===== src/hdl/tlwa_pkg.sv =====
`default_nettype none
// ----------------------------------------------------------------------------
// tlwa_pkg
// Shared widths, constants, state and command types for the top-depth
// length-weighted average core.
// ----------------------------------------------------------------------------
package tlwa_pkg;

    localparam int MAX_ENTRIES_DEF = 64;
    localparam int DEPTH_W         = 32;
    localparam int LEN_W           = 20;
    localparam int ID_W            = 16;
    localparam int CFG_W           = 24;
    localparam int THR_W           = 21;
    localparam int SUM_W           = 22;
    localparam int PROD_W          = DEPTH_W + LEN_W;
    localparam int ACC_W           = DEPTH_W + SUM_W;
    localparam int DIVCNT_W        = $clog2(ACC_W + 1);
    localparam int NT_DIVISOR      = 10;
    localparam int LEN_RESET       = 1000;
    localparam int THR_RESET       = LEN_RESET / NT_DIVISOR;
    localparam int RECIP_W         = 32;
    localparam int RECIP_SHIFT     = 35;
    localparam logic [RECIP_W-1:0] RECIP_TEN = 32'hCCCC_CCCD;

    typedef struct packed {
        logic [DEPTH_W-1:0] depth;
        logic [LEN_W-1:0]   len;
        logic [ID_W-1:0]    id;
    } entry_t;

    typedef enum logic [4:0] {
        S_IDLE, S_CHECK, S_SRD, S_SEV, S_OVF, S_SHR, S_SHW, S_PRE, S_PRD,
        S_PAC, S_AFT, S_MINIT, S_MRD, S_MMUL, S_MADD, S_DINIT, S_DIV, S_OUT
    } state_t;

    typedef enum logic [4:0] {
        OP_NONE, OP_LOAD, OP_SRD, OP_SEV, OP_OVF, OP_SHRD, OP_SHWR, OP_INSERT,
        OP_PINIT, OP_PRD, OP_PACC, OP_PEND, OP_MINIT, OP_MRD, OP_MMUL,
        OP_MADD, OP_DINIT, OP_DSTEP, OP_OUT
    } dp_op_t;

    typedef struct packed {
        dp_op_t op;
    } cmd_t;

    typedef struct packed {
        logic ins_ok;
        logic last;
        logic srch_valid;
        logic srch_more;
        logic drop;
        logic shift_more;
        logic pre_more;
        logic mul_more;
        logic div_last;
        logic out_free;
    } status_t;

endpackage
`default_nettype wire


===== src/hdl/tlwa_ctrl.sv =====
`default_nettype none
// ----------------------------------------------------------------------------
// tlwa_ctrl
// Sequencer: walks search, shift, insert, prefix cut, accumulate and divide.
// ----------------------------------------------------------------------------
module tlwa_ctrl (
    input  wire logic             clk,
    input  wire logic             rst_n,
    input  wire logic             in_valid,
    output logic                  in_ready,
    input  wire tlwa_pkg::status_t sts,
    output tlwa_pkg::cmd_t        cmd
);

    tlwa_pkg::state_t state_reg, state_next;

    always_ff @(posedge clk or negedge rst_n)
    begin
        if (!rst_n)
        begin
            state_reg <= tlwa_pkg::S_IDLE;
        end
        else
        begin
            state_reg <= state_next;
        end
    end

    always_comb
    begin
        state_next = state_reg;
        cmd.op     = tlwa_pkg::OP_NONE;
        in_ready   = 1'b0;
        unique case (state_reg)
            tlwa_pkg::S_IDLE:
            begin
                in_ready = 1'b1;
                if (in_valid)
                begin
                    cmd.op     = tlwa_pkg::OP_LOAD;
                    state_next = tlwa_pkg::S_CHECK;
                end
            end
            tlwa_pkg::S_CHECK:
            begin
                state_next = sts.ins_ok ? tlwa_pkg::S_SRD : tlwa_pkg::S_AFT;
            end
            tlwa_pkg::S_SRD:
            begin
                if (sts.srch_valid)
                begin
                    cmd.op     = tlwa_pkg::OP_SRD;
                    state_next = tlwa_pkg::S_SEV;
                end
                else
                begin
                    state_next = tlwa_pkg::S_OVF;
                end
            end
            tlwa_pkg::S_SEV:
            begin
                cmd.op     = tlwa_pkg::OP_SEV;
                state_next = sts.srch_more ? tlwa_pkg::S_SRD : tlwa_pkg::S_OVF;
            end
            tlwa_pkg::S_OVF:
            begin
                cmd.op     = tlwa_pkg::OP_OVF;
                state_next = tlwa_pkg::S_SHR;
            end
            tlwa_pkg::S_SHR:
            begin
                priority if (sts.drop)
                begin
                    state_next = tlwa_pkg::S_PRE;
                end
                else if (sts.shift_more)
                begin
                    cmd.op     = tlwa_pkg::OP_SHRD;
                    state_next = tlwa_pkg::S_SHW;
                end
                else
                begin
                    cmd.op     = tlwa_pkg::OP_INSERT;
                    state_next = tlwa_pkg::S_PRE;
                end
            end
            tlwa_pkg::S_SHW:
            begin
                cmd.op     = tlwa_pkg::OP_SHWR;
                state_next = tlwa_pkg::S_SHR;
            end
            tlwa_pkg::S_PRE:
            begin
                cmd.op     = tlwa_pkg::OP_PINIT;
                state_next = tlwa_pkg::S_PRD;
            end
            tlwa_pkg::S_PRD:
            begin
                if (sts.pre_more)
                begin
                    cmd.op     = tlwa_pkg::OP_PRD;
                    state_next = tlwa_pkg::S_PAC;
                end
                else
                begin
                    cmd.op     = tlwa_pkg::OP_PEND;
                    state_next = tlwa_pkg::S_AFT;
                end
            end
            tlwa_pkg::S_PAC:
            begin
                cmd.op     = tlwa_pkg::OP_PACC;
                state_next = tlwa_pkg::S_PRD;
            end
            tlwa_pkg::S_AFT:
            begin
                state_next = sts.last ? tlwa_pkg::S_MINIT : tlwa_pkg::S_IDLE;
            end
            tlwa_pkg::S_MINIT:
            begin
                cmd.op     = tlwa_pkg::OP_MINIT;
                state_next = tlwa_pkg::S_MRD;
            end
            tlwa_pkg::S_MRD:
            begin
                if (sts.mul_more)
                begin
                    cmd.op     = tlwa_pkg::OP_MRD;
                    state_next = tlwa_pkg::S_MMUL;
                end
                else
                begin
                    state_next = tlwa_pkg::S_DINIT;
                end
            end
            tlwa_pkg::S_MMUL:
            begin
                cmd.op     = tlwa_pkg::OP_MMUL;
                state_next = tlwa_pkg::S_MADD;
            end
            tlwa_pkg::S_MADD:
            begin
                cmd.op     = tlwa_pkg::OP_MADD;
                state_next = tlwa_pkg::S_MRD;
            end
            tlwa_pkg::S_DINIT:
            begin
                cmd.op     = tlwa_pkg::OP_DINIT;
                state_next = tlwa_pkg::S_DIV;
            end
            tlwa_pkg::S_DIV:
            begin
                cmd.op     = tlwa_pkg::OP_DSTEP;
                state_next = sts.div_last ? tlwa_pkg::S_OUT : tlwa_pkg::S_DIV;
            end
            tlwa_pkg::S_OUT:
            begin
                if (sts.out_free)
                begin
                    cmd.op     = tlwa_pkg::OP_OUT;
                    state_next = tlwa_pkg::S_IDLE;
                end
            end
            default:
            begin
                state_next = tlwa_pkg::S_IDLE;
            end
        endcase
    end

endmodule
`default_nettype wire


===== config.mk =====
export PLATFORM = sky130hd
export DESIGN_NAME = tlwa_ctrl
export DESIGN_NICKNAME = d
export VERILOG_FILES = /design/src/hdl/tlwa_pkg.sv /design/src/hdl/tlwa_ctrl.sv
export SDC_FILE = /design/constraint.sdc
export NUM_CORES = 1
export LEC_CHECK = 0
export BUFFER_PORTS_ARGS = -buffer_cell sky130_fd_sc_hd__buf_2
export CAP_MARGIN = 40
export CORE_UTILIZATION = 44
export CTS_CLUSTER_DIAMETER = 30
export DETAILED_ROUTE_END_ITERATION = 16
export PLACE_DENSITY = 0.75
export RECOVER_POWER = 25
export SLEW_MARGIN = 10
export SYNTH_ARGS = -nofsm -noshare
export SYNTH_HDL_FRONTEND = slang
export SYNTH_SLANG_ARGS = --single-unit

===== constraint.sdc =====
create_clock -name clk -period 1.6 [get_ports clk]
set_clock_uncertainty 0.15 [all_clocks]
set_input_delay 0.32 -clock clk [delete_from_list [all_inputs] [get_ports clk]]
set_output_delay 0.32 -clock clk [all_outputs]
set_load 0.02 [all_outputs]

# After elaboration in Yosys (flattened, before gate mapping)
# Cells that the tools add are included.
# Widths: inputs -> output; s select.
# classes
n_reduce_logical	5
div_mod_pow	0
mul	0
shifts	0
eq_ne	19
magnitude_cmp	0
mux	21
bitwise	0
n_addsub	0
# ops
op	count
$pmux 5 s16	1
$pmux 5 s15	1
$eq 5x4->1 const B	8
$eq 5x3->1 const B	4
$mux 5	3
$mux 4	3
$eq 5x2->1 const B	2
$eq 5x5->1 const B	2
$mux 2	5
$mux 3	3
$reduce_or 2->1	3
$eq 5x1->1 const B	1
$logic_not 5->1	1
$mux 1	5
$ne 2x2->1 const B	2
$reduce_and 2->1	1
# totals
ff_bits	5
ram_bits	0
output_inout_bits	6
mem_count	0
latch_bits	0
romBits	0
elab_cells	46
in_bits	13

# Logic depth before layout (Yosys ltp)
# Gate-level depths: netlist (run 1).
# logic_depth
depth_word	3
mapped_depth	6
depth_no_buf	4

# Worst setup path after synthesis (run 1)
# Ideal clock, no wire load.
# synth_timing
path_kind	register to output
startpoint	register state_reg[1]
endpoint	output port cmd[2] in the netlist's numbering
path_stages_with_launch	6
required_ns	1.130
n_path_buf	2
t_arrival_ns	1.402
setup_slack_ns	-0.272
path_cell_list	dfrtp_1 -> buf_6 -> buf_6 -> o21ai_0 -> a22oi_1 -> nor3_1
# synth_rtl
element	line_no	rtl
from (decl)	tlwa_ctrl.sv:15	tlwa_pkg::state_t state_reg, state_next;
from (signal assigned)	tlwa_ctrl.sv:21	state_reg <= tlwa_pkg::S_IDLE;
from (signal assigned)	tlwa_ctrl.sv:25	state_reg <= state_next;
to (decl)	tlwa_ctrl.sv:12	output tlwa_pkg::cmd_t cmd

==> flow_metrics.env, run 1 <==
export IMPL_post_route_util_pct=93.3
export IMPL_wl_met1_um=1290
export IMPL_async_flop_share_pct=100
export IMPL_worst_slack_ns=-0.742
export IMPL_critPathCaptureType="primary output"
export IMPL_wire_per_inst_um=21.6
export IMPL_clk_pin_slew_ns=0.06
export IMPL_path_max_fanout=5
export IMPL_synth_ff_type="dfrtp_1"
export IMPL_finalSetupViolCount=9
export IMPL_cap_violations=0
export IMPL_synth_warnings=0
export IMPL_cp_depth=6
export IMPL_htree_levels=1
export IMPL_cp_required_ns=1.13
export IMPL_dr_first_iter_drc_count=56
export IMPL_dp_hpwl_um=1600
export IMPL_synth_cells=91
export IMPL_ys_seq_area_share_pct=19.6
export IMPL_wl_met3_um=330
export IMPL_crit_type="reg -> out"
export IMPL_syn_area_per_cell_um2=7.01
export IMPL_dpl_cell_count=142
export IMPL_critPathArrivalTime_ns=1.87
export IMPL_reg2reg_depth=7
export IMPL_chipHeight_um=40.1
export IMPL_dieArea_um2=1610
export IMPL_hold_class="in -> reg"
export IMPL_globalplace_congestion=0.817
export IMPL_initial_utilization_pct=48.4
export IMPL_fillCellCount=44
export IMPL_ys_ff_latch=5
export IMPL_crit_path_start="state_reg[3]"
export IMPL_cp_top_family="compound AO/OA/AOI/OAI gates"
export IMPL_grt_max_degree=16
export IMPL_hold_violations=0
export IMPL_grt_ovfl_total=0
export IMPL_drive_gt1_share_pct=59.4
export IMPL_synthToLayoutAreaGrowth_pct=92.5
export IMPL_cts_sinks=5
export IMPL_worst_slew_pin_slew_ns=0.387
export IMPL_postRouteAntennaNets=0
export IMPL_via_per_inst=6.57
export IMPL_power_leakage_nw=0.548
export IMPL_yosysMostFrequentCell="nand2_1"
export IMPL_tritoncts="built"
export IMPL_grt_pass1_wl_um=3520
export IMPL_yosysTopAreaCell="dfrtp_1"
export IMPL_rsz0062_at_grt="yes"
export IMPL_synth_edff_count=0
export IMPL_cts_root_buf="clkbuf_4"
export IMPL_seq_area_um2=126
export IMPL_highest_layer="met4"
export IMPL_drtPass1Iterations=5
export IMPL_antenna_found_initial=0
export IMPL_ir_drop_mv=1.44
export IMPL_cp_slowest_stage_delay_ns=0.42
export IMPL_instances_no_fill=158
export IMPL_timing_critical_path_buf_inv=2
export IMPL_ys_top_cells_by_count="nand2_1 (11), a21oi_1 (9), nor2_1 (7)"
export IMPL_run_status="finished, violations left"
export IMPL_fin_crit_sh_pct=146
export IMPL_finalNetCount=157
export IMPL_wl_met2_um=1610
export IMPL_violations="negative setup slack"
export IMPL_largest_reg_flops=5
export IMPL_synth_area_um2=638
export IMPL_num_rows=13
export IMPL_grt_pass1_vias=814
export IMPL_synth_cell_types=34
export IMPL_clockBufferDepth=2
export IMPL_fin_crit_ns=2.34
export IMPL_fmax_ghz=0.427
export IMPL_port_buffers=18
export IMPL_yosysTopAreaCellShare_pct=19.6
export IMPL_cpMostUsedCell="buf_6"
export IMPL_wl_um=3410
export IMPL_slew_headroom_pct=74.1
export IMPL_hold_depth=4
export IMPL_clkLatencyLatePin_ns=0.26
export IMPL_hold_start="sts[9]"
export IMPL_via_count=1038
export IMPL_synth_area_leaders="dfrtp_1 (20%), a21oi_1 (7.1%), nand2_1 (6.5%), o21ai_0 (4.7%), a22oi_1 (4.7%)"
export IMPL_ios=19
export IMPL_critPathSlowestCell="dfrtp_1"
export IMPL_die_x_um=40.1
export IMPL_core_um2=1320
export IMPL_p_per_area_nw_per_um2=2420
export IMPL_synth_nets=104
export IMPL_multi_input_area_um2=582
export IMPL_cts_buffers=3
export IMPL_path_cells="buf_6, nor3b_2, a31oi_1, o32ai_1, o31a_1, buf_6"
export IMPL_drc=0
export IMPL_n_antenna_cell=0
export IMPL_finalMaxSlewViolations=0
export IMPL_grt_usage_pct=33.7
export IMPL_crit_path_start_kind="flip-flop"
export IMPL_reg2reg_from="state_reg[3]"
## report_power, final
group / internal, mW / total [mW] / switching, mW
sequential: 0.188 / 0.271 / 0.0831
clock: 0.0952 / 0.160 / 0.0653
combinational: 1.23 / 2.54 / 1.32
total: 1.51 / 2.97 / 1.47
## metrics by stage
stage	worst slack (ns)	hold slack (ns)	area [um^2]	TNS (ns)	power, mW
finish	-0.742	0.270	1230	-3.24	2.97
global route	-0.720	0.275	1230	-3.49	3.04
CTS	-0.524	0.227	1110	-2.40	2.45
detailed placement	-0.296	-0.0116	917	-1.28	1.90
global placement	-0.270	-0.0125	917	-0.978	1.86
floorplan	-0.157	-0.126	672	-0.454	1.32
## timing repair
| action | in CTS | in global routing |
|---|---|---|
| setup endpoints to repair | 8 | 9 |
| endpoints found under the hold margin | 5 | 0 |
| setup buffers | 7 | 5 |
| gates resized for setup | 29 | 23 |
| hold buffers | 1 | 0 |
| pin swaps | 4 | 13 |
## logic make-up (layout without fill, tap and decap cells)
kind of cell    count (synthesis)  after routing  synth area share, %
mux                             1              1                 1.57
buf+inv                        12             64                 11.6
flops                           5              5                 19.6
simple gates                   40             40                 32.9
compound gates                 33             33                 34.3
## metal layers
metal  global-route usage, %  up-vias
met3                    3.89       26
met4                    20.7        0
met1                    42.8      469
met5                       0        -
li1                        -      445
met2                    53.6       98
## cells in the final DEF, fill, tap and decap left out, drive strengths merged, types with 2 or more instances in the layout
cell type,netlist,final
a21oi,9,9
a221oi,2,2
a22oi,4,4
a31oi,2,2
buf,7,54
clkbuf,1,5
dfrtp,5,5
inv,4,4
nand2,11,11
nand2b,4,4
nand3,5,5
nand3b,3,3
nor2,7,7
nor3,3,3
o21ai,8,8
o31ai,2,2
## final cells by class
cell class | count | share of cell area (%)
Multi-Input combinational cell | 74 | 47.4
Timing Repair Buffer | 56 | 36.9
Sequential cell | 5 | 10.3
Clock buffer | 4 | 2.14
Inverter | 4 | 1.83
Tap cell | 15 | 1.53
## worst register-to-register path: stages (launching register included)
cell and delay [ns]:
dfrtp_1 0.42, buf_6 0.15, buf_6 0.11, nand3b_1 0.20, buf_4 0.17, a21oi_2 0.11, a31oi_1 0.06, o31ai_2 0.26
## final timing paths
path / end / slack [ns]
worst min-delay path: state_reg[3] / 0.27
worst max register to register: state_reg[0] / -0.17
max in group asynchronous: state_reg[1] / 0.80
worst max-delay path: cmd[0] / -0.74
worst min register to register: state_reg[3] / 0.59
min in group asynchronous: state_reg[3] / 0.28
Note: power is estimated with default switching activity, not from simulation.
==> run 2, diff against run 1 <==
==> constraint.sdc (replaced) <==
create_clock -name clk -period 1.6 [get_ports clk]
set_clock_uncertainty 0.15 [all_clocks]
set_input_delay 0.16 -clock clk [delete_from_list [all_inputs] [get_ports clk]]
set_output_delay 0.16 -clock clk [all_outputs]
set_load 0.02 [all_outputs]
==> run 2 against run 1 <==
The flow now stops in 5_1_grt; area after synthesis is the same; synthesized cell count is the same.
==> flow_metrics.env, run 2 <==
export IMPL_initial_utilization_pct=48.4
export IMPL_worstEpCategory="output port"
export IMPL_dp_hpwl_um=1480
export IMPL_ys_ff_latch=5
export IMPL_cts_buffers=3
export IMPL_yosysMostFrequentCell="nand2_1"
export IMPL_clockBufferDepth=2
export IMPL_synth_area_um2=638
export IMPL_dpl_cell_count=137
export IMPL_grt_usage_pct=69.0
export IMPL_chipHeight_um=40.1
export IMPL_async_flop_share_pct=100
export IMPL_synth_edff_count=0
export IMPL_synth_nets=104
export IMPL_tool_error="[ERROR GRT-0232] Routing congestion too high. Check the congestion heatmap in the GUI."
export IMPL_num_rows=13
export IMPL_yosysTopAreaCellShare_pct=19.6
export IMPL_port_buffers=18
export IMPL_globalplace_congestion=0.829
export IMPL_htree_levels=1
export IMPL_ys_seq_area_share_pct=19.6
export IMPL_synth_cells=91
export IMPL_cts_sinks=5
export IMPL_ios=19
export IMPL_grt_ovfl_total=20
export IMPL_run_status="stopped before the end"
export IMPL_dp_slack_ns=-0.114
export IMPL_syn_area_per_cell_um2=7.01
export IMPL_synth_cell_types=34
export IMPL_synth_warnings=0
export IMPL_synth_area_leaders="dfrtp_1 (20%), a21oi_1 (7.1%), nand2_1 (6.5%), o21ai_0 (4.7%), a22oi_1 (4.7%)"
export IMPL_failed_stage="5_1_grt"
export IMPL_ys_top_cells_by_count="nand2_1 (11), a21oi_1 (9), nor2_1 (7)"
export IMPL_synth_ff_type="dfrtp_1"
export IMPL_grt_max_degree=11
export IMPL_die_x_um=40.1
export IMPL_cts_root_buf="clkbuf_4"
export IMPL_worst_endpoint="cmd[1]"
export IMPL_yosysTopAreaCell="dfrtp_1"
run 2: cell counts after synthesis:
Identical to the previous run, type by type.
run 2: metrics by stage:
step	area (um^2)	util [%]
CTS	1060	80.3
floorplan	643	-
detailed placement	851	64.6
global placement	851	64.6
run 2: what timing repair did:
action / CTS
cloned: 0
endpoints found under the setup margin: 7
hold buffers: 1
pin swaps: 8
hold endpoints to repair: 5
gates resized for setup: 30
setup buffers: 9
run 2: metal layers:
| layer | overflow | GRT usage, % |
|---|---|---|
| met1 | 0 | 68.6 |
| met2 | 11 | 90.3 |
| met3 | 0 | 35.6 |
| met4 | 9 | 90.5 |
| met5 | 0 | 0 |
run 2: logic make-up after synthesis:
kind of cell	Yosys count	synth area share [%]
buf+inv	12	11.6
compound gates	33	34.3
simple gates	40	32.9
flops	5	19.6
mux	1	1.57
==> run 3, diff against run 2 <==
- CORE_AREA: unset -> 2 2 63 65
- CORE_UTILIZATION: 44 -> unset
- CTS_CLUSTER_DIAMETER: 30 -> unset
- DIE_AREA: unset -> 0 0 65 67
- PLACE_DENSITY: 0.75 -> unset
- PLACE_DENSITY_LB_ADDON: unset -> 0.15
- clock period: 1.6 -> 2.1 ns (I/O delays scaled with it)
==> run 3 against run 2 <==
The run now ends clean.
==> flow_metrics.env, run 3 (synthesis results as in run 1) <==
export IMPL_num_rows=22
export IMPL_globalplace_congestion=0.820
export IMPL_ir_drop_mv=0.222
export IMPL_cp_required_ns=1.74
export IMPL_wl_um=2050
export IMPL_rr_endpoint="state_reg[0]"
export IMPL_fin_crit_sh_pct=95.7
export IMPL_port_buffers=18
export IMPL_run_status="completed"
export IMPL_clkLatencyLatePin_ns=0.22
export IMPL_finalNetCount=130
export IMPL_grt_pass1_wl_um=3380
export IMPL_drc=0
export IMPL_core_um2=3610
export IMPL_cap_violations=0
export IMPL_finalSetupViolCount=0
export IMPL_fillCellCount=423
export IMPL_htree_levels=1
export IMPL_grt_pass1_vias=765
export IMPL_synthToLayoutAreaGrowth_pct=37.5
export IMPL_reg2reg_from="state_reg[2]"
export IMPL_hold_start="sts[9]"
export IMPL_fmax_ghz=0.498
export IMPL_worst_slew_pin_slew_ns=0.370
export IMPL_critPathSlowestCell="or4b_1"
export IMPL_fin_crit_ns=2.01
export IMPL_hold_class="in -> reg"
export IMPL_clockBufferDepth=2
export IMPL_ios=19
export IMPL_grt_usage_pct=9.95
export IMPL_grt_max_degree=20
export IMPL_cts_root_buf="clkbuf_8"
export IMPL_drtPass1Iterations=5
export IMPL_crit_type="reg -> out"
export IMPL_die_x_um=65
export IMPL_hold_depth=4
export IMPL_final_cell_mix="buf_2 (17), nand2_1 (11), a21oi_1 (9), buf_4 (9), nor2_1 (7)"
export IMPL_largest_reg_flops=5
export IMPL_cp_top_family="simple AND/OR/NAND/NOR gates"
export IMPL_dr_first_iter_drc_count=59
export IMPL_hold_violations=0
export IMPL_via_per_inst=4.70
export IMPL_final_common_cell="buf_2"
export IMPL_r2r_slack_ns=0.47
export IMPL_via_count=771
export IMPL_path_max_fanout=5
export IMPL_cts_buffers=3
export IMPL_cp_slowest_stage_delay_ns=0.51
export IMPL_rsz0062_at_grt="no"
export IMPL_cts_sinks=5
export IMPL_n_antenna_cell=0
export IMPL_grt_ovfl_total=0
export IMPL_drive_gt1_share_pct=31.0
export IMPL_critPathCaptureType="primary output"
export IMPL_tritoncts="built"
export IMPL_path_cells="or4b_1, o21ai_1, a22oi_1, o22ai_2, buf_2"
export IMPL_tns_ns=0
export IMPL_dpl_cell_count=157
export IMPL_slew_headroom_pct=75.0
export IMPL_instances_no_fill=164
export IMPL_final_area_um2=877
export IMPL_holdPathEnd="state_reg[3]"
export IMPL_critPathArrivalTime_ns=1.65
export IMPL_postPlaceCellArea_um2=790
export IMPL_hold_slack_ns=0.143
export IMPL_dieArea_um2=4360
export IMPL_finalMaxSlewViolations=0
export IMPL_initial_utilization_pct=17.7
export IMPL_power_leakage_nw=0.373
export IMPL_clk_pin_slew_ns=0.03
export IMPL_wire_per_inst_um=12.5
export IMPL_reg2reg_depth=5
export IMPL_antenna_found_initial=0
export IMPL_crit_path_start_kind="flip-flop"
export IMPL_postRouteAntennaNets=0
export IMPL_dp_hpwl_um=1660
export IMPL_chipHeight_um=67
export IMPL_p_per_area_nw_per_um2=1620
export IMPL_timing_critical_path_buf_inv=1
run 3: final cells by class:
| cell class | count | area, um^2 | share of cell area, % |
|---|---|---|---|
| multi-input cells | 74 | 453 | 51.6 |
| well taps | 48 | 60.1 | 6.85 |
| repair buffers | 29 | 178 | 20.3 |
| clock buffers | 4 | 45.0 | 5.14 |
| flip-flops and latches | 5 | 126 | 14.4 |
| inverters | 4 | 15.0 | 1.71 |
run 3: worst max-delay path by stage:
stage	start	endpoint	slack, ns	depth (start not counted)
floorplan	state_reg[1]	cmd[2]	0.34	5
global placement	state_reg[0]	cmd[1]	0.25	5
detailed placement	state_reg[0]	cmd[1]	0.26	5
CTS	state_reg[0]	cmd[1]	0.03	5
global route	state_reg[1]	cmd[1]	0.002	5
finish	state_reg[1]	cmd[1]	0.09	5
run 3: what timing repair did:
action                                  4_1_cts  5_1_grt
endpoints found under the hold margin         5        0
endpoints found under the setup margin        0        3
hold buffers                                  1        0
gates resized for setup                       0        5
setup buffers                                 0        2
run 3: power breakdown:
group | switching (mW) | internal [mW] | leakage (nW)
Clock | 0.0409 | 0.130 | 0.0228
Combinational | 0.613 | 0.442 | 0.289
Sequential | 0.0537 | 0.144 | 0.0611
Total | 0.708 | 0.715 | 0.373
run 3: per-stage QoR:
stage	util, %	setup WS (ns)	power [mW]
after global placement	21.9	0.250	1.22
after CTS	23.4	0.0281	1.39
final	24.3	0.0905	1.42
after global routing	24.3	0.00160	1.56
after detailed placement	21.9	0.260	1.21
after floorplan	-	0.338	0.943
run 3: worst reg2reg max path: cells and delay by family, from the launching register on:
kind | cells | cell delay, ns
AO/OA/AOI/OAI | 3 | 0.48
buffers and inverters | 1 | 0.22
flip-flops | 1 | 0.43
AND/OR/NAND/NOR | 1 | 0.21
run 3: layer usage:
metal  wire length [um]  share of wire, %  global-route usage (%)
met1                851                41                    11.0
met2               1100                54                    18.6
met3                 98               4.8                    1.01
met5                  0                 0                       0
met4                  0                 0                    5.32
